<file path="config.mk">
export PLATFORM = sky130hd
export DESIGN_NAME = tracking_confidence_monitor_unit_flat
export DESIGN_NICKNAME = d
export VERILOG_FILES = /design/src/tcm_pkg.sv /design/src/tcm_if.sv /design/src/tcm_front.sv /design/src/tcm_back.sv /design/src/tracking_confidence_monitor_unit.sv /design/src/flat_wrapper.sv
export VERILOG_INCLUDE_DIRS = /design/src /design/src/src
export SDC_FILE = /design/constraint.sdc
export NUM_CORES = 2
export LEC_CHECK = 0
export BUFFER_PORTS_ARGS = -buffer_cell sky130_fd_sc_hd__buf_4
export CAP_MARGIN = 20
export CORE_AREA = 3 3 481 483
export CTS_BUF_LIST = sky130_fd_sc_hd__clkbuf_16
export DETAILED_ROUTE_END_ITERATION = 10
export DIE_AREA = 0 0 484 486
export MAX_ROUTING_LAYER = met4
export RECOVER_POWER = 50
export SLEW_MARGIN = 25
export SYNTH_ARGS = -nofsm -noshare
export SYNTH_HDL_FRONTEND = slang
export SYNTH_HIERARCHICAL = 1
export SYNTH_SLANG_ARGS = --single-unit
</file>
<file path="constraint.sdc">
create_clock -name clk -period 14.4 [get_ports clk]
set_input_delay 2.16 -clock clk [delete_from_list [all_inputs] [get_ports clk]]
set_output_delay 2.16 -clock clk [all_outputs]
set_load 0.005 [all_outputs]
</file>
<file path="src/tracking_confidence_monitor_unit_macros.svh">
`ifndef TRACKING_CONFIDENCE_MONITOR_UNIT_MACROS_SVH
`define TRACKING_CONFIDENCE_MONITOR_UNIT_MACROS_SVH

// Same-cycle implication, disabled during reset.
`define TCM_ASSERT_IMPLY(label, clk, rst_n, ante, cons, msg) \
    label: assert property (@(posedge clk) disable iff (!rst_n) (ante) |-> (cons)) \
        else $error(msg);

// Next-cycle implication, disabled during reset.
`define TCM_ASSERT_NEXT(label, clk, rst_n, ante, cons, msg) \
    label: assert property (@(posedge clk) disable iff (!rst_n) (ante) |=> (cons)) \
        else $error(msg);

`endif

</file>
<file path="src/tcm_pkg.sv">
`timescale 1ns / 1ps
package tcm_pkg;

    localparam int COORD_BITS  = 12;
    localparam int COUNT_BITS  = 8;
    localparam int FRAME_BITS  = 12;
    localparam int TF_BITS     = 16;
    localparam int LIMIT_BITS  = 8;
    localparam int Q16_W       = 17;
    localparam int LOW_COUNT_W = 8;

    localparam int EDGE_W = COORD_BITS + 1;
    localparam int CEN_W  = COORD_BITS + 2;
    localparam int AREA_W = 2 * COORD_BITS;
    localparam int UNI_W  = AREA_W + 1;
    localparam int D2_W   = 2 * CEN_W + 1;
    localparam int F2_W   = 2 * FRAME_BITS + 1;
    localparam int F4_W   = F2_W + 2;
    localparam int DEN_W  = (UNI_W > F4_W) ? UNI_W : F4_W;
    localparam int QUO_W  = 33;
    localparam int DCNT_W = 6;
    localparam int SQ_IN_W = 32;
    localparam int ROOT_W  = 16;
    localparam int SREM_W  = ROOT_W + 1;
    localparam int SCNT_W  = 5;
    localparam int MUL_W   = (CEN_W > Q16_W) ? CEN_W : Q16_W;
    localparam int PROD_W  = 2 * MUL_W;
    localparam int ACC_W   = 33;

    localparam int CFG_IDX_W  = 3;
    localparam int CFG_DATA_W = 16;

    localparam logic [CFG_IDX_W-1:0] CFG_FRAME_WIDTH      = 3'd0;
    localparam logic [CFG_IDX_W-1:0] CFG_FRAME_HEIGHT     = 3'd1;
    localparam logic [CFG_IDX_W-1:0] CFG_THRESHOLD_FACTOR = 3'd2;
    localparam logic [CFG_IDX_W-1:0] CFG_LOW_FRAMES_LIMIT = 3'd3;

    localparam logic OP_MEASURE = 1'b0;
    localparam logic OP_RESTART = 1'b1;

    localparam logic [Q16_W-1:0] Q16_ONE  = 17'h10000;
    localparam logic [Q16_W-1:0] W_CENTER = 17'd19661;
    localparam logic [Q16_W-1:0] W_AREA   = 17'd13107;
    localparam logic [ACC_W-1:0] ROUND_HALF = 33'h8000;

    localparam logic [FRAME_BITS-1:0] RST_FRAME_WIDTH  = 12'd1920;
    localparam logic [FRAME_BITS-1:0] RST_FRAME_HEIGHT = 12'd1080;
    localparam logic [TF_BITS-1:0]    RST_THRESHOLD    = 16'd39322;
    localparam logic [LIMIT_BITS-1:0] RST_LOW_LIMIT    = 8'd3;

    typedef struct packed {
        logic                  op;
        logic [COORD_BITS-1:0] cur_x;
        logic [COORD_BITS-1:0] cur_y;
        logic [COORD_BITS-1:0] cur_w;
        logic [COORD_BITS-1:0] cur_h;
        logic [COORD_BITS-1:0] ref_x;
        logic [COORD_BITS-1:0] ref_y;
        logic [COORD_BITS-1:0] ref_w;
        logic [COORD_BITS-1:0] ref_h;
    } tcm_item_t;

    typedef struct packed {
        logic      valid;
        tcm_item_t item;
    } tcm_head_t;

    typedef struct packed {
        logic [FRAME_BITS-1:0] frame_width;
        logic [FRAME_BITS-1:0] frame_height;
        logic [TF_BITS-1:0]    threshold_factor;
        logic [LIMIT_BITS-1:0] low_frames_limit;
    } tcm_cfg_t;

endpackage

</file>
<file path="src/tcm_if.sv">
`timescale 1ns / 1ps
interface tcm_req_if;
    import tcm_pkg::*;
    logic                  valid;
    logic                  ready;
    logic                  op;
    logic [COORD_BITS-1:0] cur_x;
    logic [COORD_BITS-1:0] cur_y;
    logic [COORD_BITS-1:0] cur_w;
    logic [COORD_BITS-1:0] cur_h;
    logic [COORD_BITS-1:0] ref_x;
    logic [COORD_BITS-1:0] ref_y;
    logic [COORD_BITS-1:0] ref_w;
    logic [COORD_BITS-1:0] ref_h;
    modport source (output valid, op, cur_x, cur_y, cur_w, cur_h,
                    ref_x, ref_y, ref_w, ref_h, input ready);
    modport sink (input valid, op, cur_x, cur_y, cur_w, cur_h,
                  ref_x, ref_y, ref_w, ref_h, output ready);
endinterface

interface tcm_rsp_if;
    import tcm_pkg::*;
    logic                   valid;
    logic                   ready;
    logic [Q16_W-1:0]       confidence;
    logic [Q16_W-1:0]       baseline;
    logic [LOW_COUNT_W-1:0] low_count;
    logic                   too_low;
    modport source (output valid, confidence, baseline, low_count, too_low, input ready);
    modport sink (input valid, confidence, baseline, low_count, too_low, output ready);
endinterface

interface tcm_cfg_if;
    import tcm_pkg::*;
    logic                  valid;
    logic                  ready;
    logic [CFG_IDX_W-1:0]  index;
    logic [CFG_DATA_W-1:0] data;
    modport source (output valid, index, data, input ready);
    modport sink (input valid, index, data, output ready);
endinterface

</file>
<file path="src/tcm_front.sv">
`timescale 1ns / 1ps
module tcm_front (
    input  logic              clk,
    input  logic              rst_n,
    tcm_req_if.sink           req,
    output tcm_pkg::tcm_head_t head,
    input  logic              pop
);
    import tcm_pkg::*;

    tcm_item_t  mem_reg [2];
    logic       wr_ptr_reg;
    logic       rd_ptr_reg;
    logic [1:0] cnt_reg;
    logic       push;
    tcm_item_t  in_item;

    assign req.ready = (cnt_reg != 2'd2);
    assign push      = req.valid && req.ready;

    always_comb
    begin
        in_item.op    = req.op;
        in_item.cur_x = req.cur_x;
        in_item.cur_y = req.cur_y;
        in_item.cur_w = req.cur_w;
        in_item.cur_h = req.cur_h;
        in_item.ref_x = req.ref_x;
        in_item.ref_y = req.ref_y;
        in_item.ref_w = req.ref_w;
        in_item.ref_h = req.ref_h;
    end

    assign head.valid = (cnt_reg != 2'd0);
    assign head.item  = mem_reg[rd_ptr_reg];

    always_ff @(posedge clk or negedge rst_n)
    begin
        if (!rst_n)
        begin
            wr_ptr_reg <= 1'b0;
            rd_ptr_reg <= 1'b0;
            cnt_reg    <= 2'd0;
        end
        else
        begin
            if (push)
            begin
                wr_ptr_reg <= ~wr_ptr_reg;
            end
            if (pop)
            begin
                rd_ptr_reg <= ~rd_ptr_reg;
            end
            if (push && !pop)
            begin
                cnt_reg <= cnt_reg + 2'd1;
            end
            else if (pop && !push)
            begin
                cnt_reg <= cnt_reg - 2'd1;
            end
        end
    end

    always_ff @(posedge clk)
    begin
        if (push)
        begin
            mem_reg[wr_ptr_reg] <= in_item;
        end
    end

endmodule

</file>
<file path="src/tcm_back.sv">
`timescale 1ns / 1ps
`include "tracking_confidence_monitor_unit_macros.svh"
module tcm_back (
    input  logic              clk,
    input  logic              rst_n,
    input  tcm_pkg::tcm_head_t head,
    output logic              pop,
    input  tcm_pkg::tcm_cfg_t  cfg_regs,
    tcm_rsp_if.source         rsp
);
    import tcm_pkg::*;

    localparam logic [3:0] ST_IDLE = 4'd0;
    localparam logic [3:0] ST_MUL  = 4'd1;
    localparam logic [3:0] ST_DSET = 4'd2;
    localparam logic [3:0] ST_DIV  = 4'd3;
    localparam logic [3:0] ST_SQRT = 4'd4;
    localparam logic [3:0] ST_WSUM = 4'd5;
    localparam logic [3:0] ST_BASE = 4'd6;
    localparam logic [3:0] ST_LMUL = 4'd7;
    localparam logic [3:0] ST_DONE = 4'd8;

    localparam logic [1:0] DSEL_IOU  = 2'd0;
    localparam logic [1:0] DSEL_CEN  = 2'd1;
    localparam logic [1:0] DSEL_AREA = 2'd2;

    localparam logic [COUNT_BITS-1:0] COUNT_MAX = '1;

    logic [3:0]             state_reg;
    logic [2:0]             step_reg;
    tcm_item_t              item_reg;
    logic [COORD_BITS-1:0]  ovx_reg, ovy_reg;
    logic [CEN_W-1:0]       dx_reg, dy_reg;
    logic [AREA_W-1:0]      inter_reg, ca_reg, ra_reg;
    logic [D2_W-1:0]        d2_reg;
    logic [F2_W-1:0]        f2_reg;
    logic [1:0]             dsel_reg;
    logic [DEN_W-1:0]       rem_reg, den_reg;
    logic [QUO_W-1:0]       quo_reg;
    logic [DCNT_W-1:0]      dcnt_reg;
    logic [Q16_W-1:0]       iou_reg, center_reg, area_reg;
    logic [SQ_IN_W-1:0]     sqv_reg;
    logic [ROOT_W-1:0]      root_reg;
    logic [SREM_W-1:0]      srem_reg;
    logic [SCNT_W-1:0]      scnt_reg;
    logic [ACC_W-1:0]       acc_reg;
    logic [Q16_W-1:0]       conf_reg, bwork_reg;
    logic [PROD_W-1:0]      lprod_reg;
    logic [Q16_W-1:0]       baseline_reg;
    logic                   bset_reg;
    logic [COUNT_BITS-1:0]  lowcnt_reg;
    logic                   rsp_vld_reg;
    logic [Q16_W-1:0]       conf_out_reg, base_out_reg;
    logic [LOW_COUNT_W-1:0] cnt_out_reg;
    logic                   too_reg;

    logic                   out_free;
    logic                   rsp_set;
    logic [EDGE_W-1:0]      cx_end, cy_end, rx_end, ry_end;
    logic [EDGE_W-1:0]      lo_x, hi_x, lo_y, hi_y;
    logic [COORD_BITS-1:0]  ovx, ovy;
    logic [CEN_W-1:0]       ccx, ccy, rcx, rcy, dx, dy;
    logic [MUL_W-1:0]       mul_a, mul_b;
    logic [PROD_W-1:0]      prod;
    logic [UNI_W-1:0]       union_area;
    logic [F4_W-1:0]        f4;
    logic                   d_skip;
    logic [Q16_W-1:0]       d_val;
    logic [DEN_W-1:0]       d_num, d_den;
    logic [DCNT_W-1:0]      d_steps;
    logic [DEN_W:0]         rem2;
    logic                   dge;
    logic [DEN_W-1:0]       rem_n;
    logic [QUO_W-1:0]       quo_n;
    logic [SREM_W+1:0]      srem2, trial;
    logic                   sge;
    logic [SREM_W-1:0]      srem_n;
    logic [ROOT_W-1:0]      root_n;
    logic [ACC_W-1:0]       rnd;
    logic [Q16_W-1:0]       conf_raw, conf;
    logic                   is_low;
    logic [COUNT_BITS-1:0]  cnt_n;
    logic                   too_n;

    assign out_free = !rsp_vld_reg || rsp.ready;
    assign pop = (state_reg == ST_IDLE) && head.valid &&
                 ((head.item.op == OP_MEASURE) || out_free);
    assign rsp_set = (pop && (head.item.op == OP_RESTART)) ||
                     ((state_reg == ST_DONE) && out_free);

    always_comb
    begin
        cx_end = EDGE_W'(head.item.cur_x) + EDGE_W'(head.item.cur_w);
        cy_end = EDGE_W'(head.item.cur_y) + EDGE_W'(head.item.cur_h);
        rx_end = EDGE_W'(head.item.ref_x) + EDGE_W'(head.item.ref_w);
        ry_end = EDGE_W'(head.item.ref_y) + EDGE_W'(head.item.ref_h);
        lo_x = (head.item.cur_x > head.item.ref_x) ? EDGE_W'(head.item.cur_x)
                                                   : EDGE_W'(head.item.ref_x);
        lo_y = (head.item.cur_y > head.item.ref_y) ? EDGE_W'(head.item.cur_y)
                                                   : EDGE_W'(head.item.ref_y);
        hi_x = (cx_end < rx_end) ? cx_end : rx_end;
        hi_y = (cy_end < ry_end) ? cy_end : ry_end;
        ovx  = (hi_x > lo_x) ? COORD_BITS'(hi_x - lo_x) : '0;
        ovy  = (hi_y > lo_y) ? COORD_BITS'(hi_y - lo_y) : '0;
        ccx  = CEN_W'({head.item.cur_x, 1'b0}) + CEN_W'(head.item.cur_w);
        ccy  = CEN_W'({head.item.cur_y, 1'b0}) + CEN_W'(head.item.cur_h);
        rcx  = CEN_W'({head.item.ref_x, 1'b0}) + CEN_W'(head.item.ref_w);
        rcy  = CEN_W'({head.item.ref_y, 1'b0}) + CEN_W'(head.item.ref_h);
        dx   = (ccx > rcx) ? ccx - rcx : rcx - ccx;
        dy   = (ccy > rcy) ? ccy - rcy : rcy - ccy;
    end

    always_comb
    begin
        mul_a = '0;
        mul_b = '0;
        case (state_reg)
            ST_MUL:
            begin
                case (step_reg)
                    3'd0:
                    begin
                        mul_a = MUL_W'(ovx_reg);
                        mul_b = MUL_W'(ovy_reg);
                    end
                    3'd1:
                    begin
                        mul_a = MUL_W'(item_reg.cur_w);
                        mul_b = MUL_W'(item_reg.cur_h);
                    end
                    3'd2:
                    begin
                        mul_a = MUL_W'(item_reg.ref_w);
                        mul_b = MUL_W'(item_reg.ref_h);
                    end
                    3'd3:
                    begin
                        mul_a = MUL_W'(dx_reg);
                        mul_b = MUL_W'(dx_reg);
                    end
                    3'd4:
                    begin
                        mul_a = MUL_W'(dy_reg);
                        mul_b = MUL_W'(dy_reg);
                    end
                    3'd5:
                    begin
                        mul_a = MUL_W'(cfg_regs.frame_width);
                        mul_b = MUL_W'(cfg_regs.frame_width);
                    end
                    3'd6:
                    begin
                        mul_a = MUL_W'(cfg_regs.frame_height);
                        mul_b = MUL_W'(cfg_regs.frame_height);
                    end
                    default:
                    begin
                        mul_a = '0;
                        mul_b = '0;
                    end
                endcase
            end
            ST_WSUM:
            begin
                if (step_reg == 3'd0)
                begin
                    mul_a = MUL_W'(center_reg);
                    mul_b = MUL_W'(W_CENTER);
                end
                else
                begin
                    mul_a = MUL_W'(area_reg);
                    mul_b = MUL_W'(W_AREA);
                end
            end
            ST_LMUL:
            begin
                mul_a = MUL_W'(bwork_reg);
                mul_b = MUL_W'(cfg_regs.threshold_factor);
            end
            default:
            begin
                mul_a = '0;
                mul_b = '0;
            end
        endcase
        prod = mul_a * mul_b;
    end

    always_comb
    begin
        union_area = UNI_W'(ca_reg) + UNI_W'(ra_reg) - UNI_W'(inter_reg);
        f4         = {f2_reg, 2'b00};
        d_skip     = 1'b0;
        d_val      = '0;
        d_num      = '0;
        d_den      = '0;
        d_steps    = DCNT_W'(16);
        case (dsel_reg)
            DSEL_IOU:
            begin
                d_skip = (union_area == '0);
                d_val  = '0;
                d_num  = DEN_W'(inter_reg);
                d_den  = DEN_W'(union_area);
            end
            DSEL_CEN:
            begin
                d_skip  = (f4 == '0) || (d2_reg >= f4);
                d_val   = (f4 == '0) ? Q16_ONE : '0;
                d_num   = DEN_W'(d2_reg);
                d_den   = DEN_W'(f4);
                d_steps = DCNT_W'(32);
            end
            DSEL_AREA:
            begin
                d_skip = (ca_reg == '0) || (ra_reg == '0);
                d_val  = Q16_ONE;
                d_num  = (ca_reg < ra_reg) ? DEN_W'(ca_reg) : DEN_W'(ra_reg);
                d_den  = (ca_reg < ra_reg) ? DEN_W'(ra_reg) : DEN_W'(ca_reg);
            end
            default:
            begin
                d_skip = 1'b1;
            end
        endcase
    end

    always_comb
    begin
        rem2   = {rem_reg, 1'b0};
        dge    = (rem2 >= {1'b0, den_reg});
        rem_n  = dge ? DEN_W'(rem2 - {1'b0, den_reg}) : DEN_W'(rem2);
        quo_n  = {quo_reg[QUO_W-2:0], dge};
        srem2  = {srem_reg, sqv_reg[SQ_IN_W-1 -: 2]};
        trial  = {1'b0, root_reg, 2'b01};
        sge    = (srem2 >= trial);
        srem_n = sge ? SREM_W'(srem2 - trial) : SREM_W'(srem2);
        root_n = {root_reg[ROOT_W-2:0], sge};
        rnd      = acc_reg + ROUND_HALF;
        conf_raw = rnd[ACC_W-1:16];
        conf     = (conf_raw > Q16_ONE) ? Q16_ONE : conf_raw;
        is_low = (bwork_reg != '0) &&
                 ({1'b0, conf_reg, 16'h0000} < PROD_W'(lprod_reg));
        if (is_low)
        begin
            cnt_n = (lowcnt_reg == COUNT_MAX) ? lowcnt_reg : lowcnt_reg + 1'b1;
        end
        else
        begin
            cnt_n = '0;
        end
        too_n = (bwork_reg != '0) && (32'(cnt_n) >= 32'(cfg_regs.low_frames_limit));
    end

    always_ff @(posedge clk or negedge rst_n)
    begin
        if (!rst_n)
        begin
            rsp_vld_reg <= 1'b0;
        end
        else if (rsp_set)
        begin
            rsp_vld_reg <= 1'b1;
        end
        else if (rsp.ready)
        begin
            rsp_vld_reg <= 1'b0;
        end
    end

    always_ff @(posedge clk or negedge rst_n)
    begin
        if (!rst_n)
        begin
            state_reg    <= ST_IDLE;
            step_reg     <= '0;
            dsel_reg     <= DSEL_IOU;
            dcnt_reg     <= '0;
            scnt_reg     <= '0;
            baseline_reg <= '0;
            bset_reg     <= 1'b0;
            lowcnt_reg   <= '0;
        end
        else
        begin
            case (state_reg)
                ST_IDLE:
                begin
                    if (pop && (head.item.op == OP_RESTART))
                    begin
                        baseline_reg <= '0;
                        bset_reg     <= 1'b0;
                        lowcnt_reg   <= '0;
                    end
                    else if (pop)
                    begin
                        step_reg  <= '0;
                        state_reg <= ST_MUL;
                    end
                end
                ST_MUL:
                begin
                    step_reg <= step_reg + 3'd1;
                    if (step_reg == 3'd6)
                    begin
                        dsel_reg  <= DSEL_IOU;
                        state_reg <= ST_DSET;
                    end
                end
                ST_DSET:
                begin
                    if (d_skip)
                    begin
                        if (dsel_reg == DSEL_AREA)
                        begin
                            step_reg  <= '0;
                            state_reg <= ST_WSUM;
                        end
                        else
                        begin
                            dsel_reg <= dsel_reg + 2'd1;
                        end
                    end
                    else
                    begin
                        dcnt_reg  <= d_steps;
                        state_reg <= ST_DIV;
                    end
                end
                ST_DIV:
                begin
                    dcnt_reg <= dcnt_reg - 1'b1;
                    if (dcnt_reg == DCNT_W'(1))
                    begin
                        case (dsel_reg)
                            DSEL_IOU:
                            begin
                                dsel_reg  <= DSEL_CEN;
                                state_reg <= ST_DSET;
                            end
                            DSEL_CEN:
                            begin
                                scnt_reg  <= SCNT_W'(ROOT_W);
                                state_reg <= ST_SQRT;
                            end
                            default:
                            begin
                                step_reg  <= '0;
                                state_reg <= ST_WSUM;
                            end
                        endcase
                    end
                end
                ST_SQRT:
                begin
                    scnt_reg <= scnt_reg - 1'b1;
                    if (scnt_reg == SCNT_W'(1))
                    begin
                        dsel_reg  <= DSEL_AREA;
                        state_reg <= ST_DSET;
                    end
                end
                ST_WSUM:
                begin
                    step_reg <= step_reg + 3'd1;
                    if (step_reg != 3'd0)
                    begin
                        state_reg <= ST_BASE;
                    end
                end
                ST_BASE:
                begin
                    state_reg <= ST_LMUL;
                end
                ST_LMUL:
                begin
                    state_reg <= ST_DONE;
                end
                ST_DONE:
                begin
                    if (out_free)
                    begin
                        baseline_reg <= bwork_reg;
                        bset_reg     <= 1'b1;
                        lowcnt_reg   <= cnt_n;
                        state_reg    <= ST_IDLE;
                    end
                end
                default:
                begin
                    state_reg <= ST_IDLE;
                end
            endcase
        end
    end

    always_ff @(posedge clk)
    begin
        case (state_reg)
            ST_IDLE:
            begin
                item_reg     <= head.item;
                ovx_reg      <= ovx;
                ovy_reg      <= ovy;
                dx_reg       <= dx;
                dy_reg       <= dy;
                if (pop && (head.item.op == OP_RESTART))
                begin
                    conf_out_reg <= '0;
                    base_out_reg <= '0;
                    cnt_out_reg  <= '0;
                    too_reg      <= 1'b0;
                end
            end
            ST_MUL:
            begin
                case (step_reg)
                    3'd0: inter_reg <= AREA_W'(prod);
                    3'd1: ca_reg    <= AREA_W'(prod);
                    3'd2: ra_reg    <= AREA_W'(prod);
                    3'd3: d2_reg    <= D2_W'(prod);
                    3'd4: d2_reg    <= d2_reg + D2_W'(prod);
                    3'd5: f2_reg    <= F2_W'(prod);
                    3'd6: f2_reg    <= f2_reg + F2_W'(prod);
                    default: f2_reg <= f2_reg;
                endcase
            end
            ST_DSET:
            begin
                if (d_skip)
                begin
                    case (dsel_reg)
                        DSEL_IOU: iou_reg    <= d_val;
                        DSEL_CEN: center_reg <= d_val;
                        default:  area_reg   <= d_val;
                    endcase
                end
                den_reg <= d_den;
                rem_reg <= (d_num >= d_den) ? d_num - d_den : d_num;
                quo_reg <= QUO_W'(d_num >= d_den);
            end
            ST_DIV:
            begin
                rem_reg <= rem_n;
                quo_reg <= quo_n;
                if (dcnt_reg == DCNT_W'(1))
                begin
                    case (dsel_reg)
                        DSEL_IOU: iou_reg  <= Q16_W'(quo_n);
                        DSEL_CEN: sqv_reg  <= SQ_IN_W'(quo_n);
                        default:  area_reg <= Q16_W'(quo_n);
                    endcase
                end
                root_reg <= '0;
                srem_reg <= '0;
            end
            ST_SQRT:
            begin
                srem_reg <= srem_n;
                root_reg <= root_n;
                sqv_reg  <= {sqv_reg[SQ_IN_W-3:0], 2'b00};
                if (scnt_reg == SCNT_W'(1))
                begin
                    center_reg <= Q16_ONE - Q16_W'(root_n);
                end
            end
            ST_WSUM:
            begin
                if (step_reg == 3'd0)
                begin
                    acc_reg <= ACC_W'({iou_reg, 15'h0000}) + ACC_W'(prod);
                end
                else
                begin
                    acc_reg <= acc_reg + ACC_W'(prod);
                end
            end
            ST_BASE:
            begin
                conf_reg  <= conf;
                bwork_reg <= (!bset_reg || (conf > baseline_reg)) ? conf : baseline_reg;
            end
            ST_LMUL:
            begin
                lprod_reg <= prod;
            end
            ST_DONE:
            begin
                if (out_free)
                begin
                    conf_out_reg <= conf_reg;
                    base_out_reg <= bwork_reg;
                    cnt_out_reg  <= LOW_COUNT_W'(cnt_n);
                    too_reg      <= too_n;
                end
            end
            default:
            begin
                acc_reg <= acc_reg;
            end
        endcase
    end

    assign rsp.valid      = rsp_vld_reg;
    assign rsp.confidence = conf_out_reg;
    assign rsp.baseline   = base_out_reg;
    assign rsp.low_count  = cnt_out_reg;
    assign rsp.too_low    = too_reg;

    `TCM_ASSERT_IMPLY(a_too_low_base, clk, rst_n, rsp_vld_reg && too_reg, base_out_reg != '0, "too_low raised with a zero baseline")
    `TCM_ASSERT_IMPLY(a_unset_zero, clk, rst_n, !bset_reg, baseline_reg == '0, "baseline nonzero while unset")
    `TCM_ASSERT_NEXT(a_measure_sets, clk, rst_n, (state_reg == ST_DONE) && out_free, bset_reg && rsp_vld_reg, "finished measure left baseline unset")
    `TCM_ASSERT_IMPLY(a_div_rem, clk, rst_n, state_reg == ST_DIV, rem_reg < den_reg, "divider remainder out of range")

endmodule

</file>
<file path="src/tracking_confidence_monitor_unit.sv">
`timescale 1ns / 1ps
// A measure item passes through the bit-serial divider (16 + 32 + 16 steps) and the
// 16-step square root; a restart only clears the tracking state and returns a zeroed result.
// Skipped divisions (empty union, empty box, zero frame, far centers) shorten a measure item.
// The back end takes one item at a time; the two-entry queue in front still accepts items.
// Reset (rst_n, asynchronous, active low) clears the queue, baseline, counter and output
// valid, and loads the configuration registers with their default values.
module tracking_confidence_monitor_unit (
    input logic     clk,
    input logic     rst_n,
    tcm_req_if.sink req,
    tcm_rsp_if.source rsp,
    tcm_cfg_if.sink cfg
);
    import tcm_pkg::*;

    tcm_cfg_t  cfg_reg;
    tcm_head_t head;
    logic      pop;

    assign cfg.ready = 1'b1;

    always_ff @(posedge clk or negedge rst_n)
    begin
        if (!rst_n)
        begin
            cfg_reg.frame_width      <= RST_FRAME_WIDTH;
            cfg_reg.frame_height     <= RST_FRAME_HEIGHT;
            cfg_reg.threshold_factor <= RST_THRESHOLD;
            cfg_reg.low_frames_limit <= RST_LOW_LIMIT;
        end
        else if (cfg.valid && cfg.ready)
        begin
            case (cfg.index)
                CFG_FRAME_WIDTH:      cfg_reg.frame_width      <= FRAME_BITS'(cfg.data);
                CFG_FRAME_HEIGHT:     cfg_reg.frame_height     <= FRAME_BITS'(cfg.data);
                CFG_THRESHOLD_FACTOR: cfg_reg.threshold_factor <= TF_BITS'(cfg.data);
                CFG_LOW_FRAMES_LIMIT: cfg_reg.low_frames_limit <= LIMIT_BITS'(cfg.data);
                default:              cfg_reg <= cfg_reg;
            endcase
        end
    end

    tcm_front u_front (
        .clk   (clk),
        .rst_n (rst_n),
        .req   (req),
        .head  (head),
        .pop   (pop)
    );

    tcm_back u_back (
        .clk      (clk),
        .rst_n    (rst_n),
        .head     (head),
        .pop      (pop),
        .cfg_regs (cfg_reg),
        .rsp      (rsp)
    );

endmodule

</file>
<file path="src/flat_wrapper.sv">
// flat-port wrapper written by rule: the top's interface ports become plain ports
module tracking_confidence_monitor_unit_flat import tcm_pkg::*;
  (clk, rst_n, req_valid, req_op, req_cur_x, req_cur_y, req_cur_w, req_cur_h, req_ref_x, req_ref_y, req_ref_w, req_ref_h, req_ready, rsp_valid, rsp_confidence, rsp_baseline, rsp_low_count, rsp_too_low, rsp_ready, cfg_valid, cfg_index, cfg_data, cfg_ready);
  tcm_req_if req_i ();
  tcm_rsp_if rsp_i ();
  tcm_cfg_if cfg_i ();
  input logic clk;
  input logic rst_n;
  input wire logic [$bits(req_i.valid)-1:0] req_valid;
  input wire logic [$bits(req_i.op)-1:0] req_op;
  input wire logic [$bits(req_i.cur_x)-1:0] req_cur_x;
  input wire logic [$bits(req_i.cur_y)-1:0] req_cur_y;
  input wire logic [$bits(req_i.cur_w)-1:0] req_cur_w;
  input wire logic [$bits(req_i.cur_h)-1:0] req_cur_h;
  input wire logic [$bits(req_i.ref_x)-1:0] req_ref_x;
  input wire logic [$bits(req_i.ref_y)-1:0] req_ref_y;
  input wire logic [$bits(req_i.ref_w)-1:0] req_ref_w;
  input wire logic [$bits(req_i.ref_h)-1:0] req_ref_h;
  output wire logic [$bits(req_i.ready)-1:0] req_ready;
  output wire logic [$bits(rsp_i.valid)-1:0] rsp_valid;
  output wire logic [$bits(rsp_i.confidence)-1:0] rsp_confidence;
  output wire logic [$bits(rsp_i.baseline)-1:0] rsp_baseline;
  output wire logic [$bits(rsp_i.low_count)-1:0] rsp_low_count;
  output wire logic [$bits(rsp_i.too_low)-1:0] rsp_too_low;
  input wire logic [$bits(rsp_i.ready)-1:0] rsp_ready;
  input wire logic [$bits(cfg_i.valid)-1:0] cfg_valid;
  input wire logic [$bits(cfg_i.index)-1:0] cfg_index;
  input wire logic [$bits(cfg_i.data)-1:0] cfg_data;
  output wire logic [$bits(cfg_i.ready)-1:0] cfg_ready;
  assign req_i.valid = req_valid;
  assign req_i.op = req_op;
  assign req_i.cur_x = req_cur_x;
  assign req_i.cur_y = req_cur_y;
  assign req_i.cur_w = req_cur_w;
  assign req_i.cur_h = req_cur_h;
  assign req_i.ref_x = req_ref_x;
  assign req_i.ref_y = req_ref_y;
  assign req_i.ref_w = req_ref_w;
  assign req_i.ref_h = req_ref_h;
  assign req_ready = req_i.ready;
  assign rsp_valid = rsp_i.valid;
  assign rsp_confidence = rsp_i.confidence;
  assign rsp_baseline = rsp_i.baseline;
  assign rsp_low_count = rsp_i.low_count;
  assign rsp_too_low = rsp_i.too_low;
  assign rsp_i.ready = rsp_ready;
  assign cfg_i.valid = cfg_valid;
  assign cfg_i.index = cfg_index;
  assign cfg_i.data = cfg_data;
  assign cfg_ready = cfg_i.ready;
  tracking_confidence_monitor_unit u_core (.clk(clk), .rst_n(rst_n), .req(req_i), .rsp(rsp_i), .cfg(cfg_i));
endmodule
</file>
==> out/results.txt <==
Run status -> finished, violations left
Violated checks -> capacitance limit, slew limit
CTS buffer count -> 91
Synth top area share -> 34.84%
Hold depth -> 1
Chip width -> 484 um
Startpoint types -> flop
Post-cts repair resize count -> 0
# port buffers -> 165
Final setup TNS -> 0 ns
Sequential-to-total area share from yosys stat -> 38.63%
Largest net degree at the start of global routing -> 85
Final Hold Violating Endpoints -> 0
Synth Register Bits -> 864
Yosys cell types -> 107
Post-layout util -> 32.44%
Overflow after GRT -> 0
Hold-fix buffers at CTS -> 0
Hold Path Sink -> u_core/cfg_reg[25]
Max Slew Vio Count -> 745
DR WL/cell -> 19.51 um
Die H -> 486 um
Synth Area per Inst -> 10.09 um^2
Final setup margin -> 1.983 ns
Post-DP Area -> 0.07104 mm^2
Clock sink count -> 864
Drt initial violations -> 3937
YS warnings -> 6
CP dominant cell by count -> fa_1
First-pass detailed-route iteration total -> 6
Routed via count -> 49460
Unrepaired setup endpoints after global routing -> false
Total GRT Usage -> 16.15%
Largest area contributor in the netlist -> edfxtp_1
Hold Path Origin -> u_core/cfg_reg[25]
Clock transition at the registers of the reported paths -> 0.06 ns
Row count -> 175
Clk_lat worst skew -> 0.76 ns
Slew @ Worst Pin -> 4.348 ns
Hold/Removal Path Class -> reg2reg
Async set-or-reset flop fraction in the synthesized netlist -> 11.46%
FF-to-FF End -> u_core/u_back/acc_reg[32]
Vias in the first global route -> 48890
Kind of critical path -> reg2reg
Top_reg_cell synth -> edfxtp_1
Pre-CTS setup slack -> 2.643 ns
Synth Cell Area -> 0.06594 mm^2
Routability-driven placement congestion ratio -> 0.9249
Data arrival, critical path -> 12.91 ns
Crit-path slowest cell -> nor2_1
Final non-filler cell area -> 0.07372 mm^2
Max-Cap Viols -> 18
Area Overhead vs Synth -> 11.81%
Final setup violation count -> 0
Worst-path fanout max -> 39
Dominant cells by area after synthesis -> edfxtp_1, ha_1, fa_1
Mapped Cells -> 6538
FMAX -> 0.08053 GHz
CTS tree -> done
Initial antenna violation count -> 8
Clk buf depth -> 3
Postcts setup bufs -> 0
Worst r2r path cells -> 36
Reg2reg setup slack -> 1.98 ns
Critical path endpoint category -> flop
# IOs -> 167
DRT antenna net count -> 0
Reg2reg start -> u_core/u_back/state_reg[0]
Final net count -> 7710
Max-slew headroom -> -189.8%
Fin crit share -> 86.23%
Core footprint -> 0.2273 mm^2
CTS root buf -> clkbuf_16
DRC -> 0
Count leader, synth -> edfxtp_1
Vias per inst -> 5.056
Number of flops mapped to enable cells by yosys -> 765
Max reg flops -> 194
Layout cells sized above 1 -> 8.071%
Max stage delay on crit path -> 1.59 ns
Die area -> 0.2352 mm^2
Initial Util -> 29.01%
Clk_skew -> 0.08888 ns
Synth cell count leaders -> edfxtp_1, inv_1, ha_1, nand2_1, nor2_1
Global-route wire length before repair -> 290.1 mm
Tmin final -> 12.42 ns
Routed WL -> 190.8 mm
Post-synth net total -> 7560
WP data required -> 14.89 ns
Final HPWL DP -> 149.4 mm
H-tree level count -> 3
[per-stage QoR]
stage | std cells | hold slack (ns)
final | 9782 | 0.4889
after floorplan | 6538 | 0.4559
after detailed placement | 9602 | 0.4782
after global placement | 9597 | 0.4681
after CTS | 9772 | 0.4926
after global routing | 9781 | 0.5136
[routing by layer]
metal  global-route usage [%]  wire length (um)  vias up
li1                         -                 -    23380
met1                    21.65             86330    24200
met2                    25.10             85610     1591
met3                    2.281             12290      286
met4                    5.305              6614        0
met5                        -                 0        -
[worst max path at each step]
| stage | from | to | slack (ns) | depth (start not counted) |
|---|---|---|---|---|
| 5_1_grt | u_core/u_back/state_reg[0] | u_core/u_back/acc_reg[32] | 1.12 | 35 |
| 3_5_place_dp | u_core/u_back/state_reg[0] | u_core/u_back/acc_reg[32] | 2.64 | 39 |
| 3_3_place_gp | u_core/u_back/step_reg[0] | u_core/u_back/acc_reg[32] | 2.79 | 39 |
| 4_1_cts | u_core/u_back/state_reg[0] | u_core/u_back/acc_reg[32] | 2.66 | 39 |
| 6_report | u_core/u_back/state_reg[0] | u_core/u_back/acc_reg[32] | 1.98 | 36 |
| 2_1_floorplan | u_core/u_back/state_reg[2] | u_core/u_back/rsp.baseline[0] | 0.90 | 6 |
[cell families after synthesis]
group	synth area share, %
compound gates	14.31
buf+inv	5.636
mux	4.689
fa+ha+maj	19.99
xor+xnor	4.476
other cells	0.005687
simple gates	12.26
flops	38.63
[worst max-delay path: cells and delay by family (launching register included)]
| family | cells | cell delay [ns] |
|---|---|---|
| adder cells (fa/ha/maj) | 8 | 3.68 |
| flip-flops | 1 | 0.69 |
| AO/OA/AOI/OAI | 12 | 3.29 |
| AND/OR/NAND/NOR | 10 | 3.41 |
| XOR/XNOR | 1 | 0.11 |
| buffers and inverters | 5 | 0.96 |
[layout make-up]
class	count	area, um^2
Tap cell	3009	3765
Fill cell	23210	153600
Sequential cell	864	25470
Clock buffer	91	2277
Multi-Input combinational cell	4710	36850
Clock inverter	79	799.5
Timing Repair Buffer	258	1669
Inverter	763	2864
Antenna cell	8	20.02
[placed cells by master, fill, tap and decap left out, types with 91 or more instances in the layout]
master       n
a21oi_1    400
edfxtp_1   765
clkbuf_16   91
buf_4      140
a21o_1     186
o21ai_0    321
ha_1       646
xor2_1     110
nand2_1    628
nor2_1     460
mux2i_1    103
inv_1      766
xnor2_1    227
fa_1       254
Power is not shown: default switching activity piles up to over one toggle a cycle in this logic, so the estimate is an artifact.
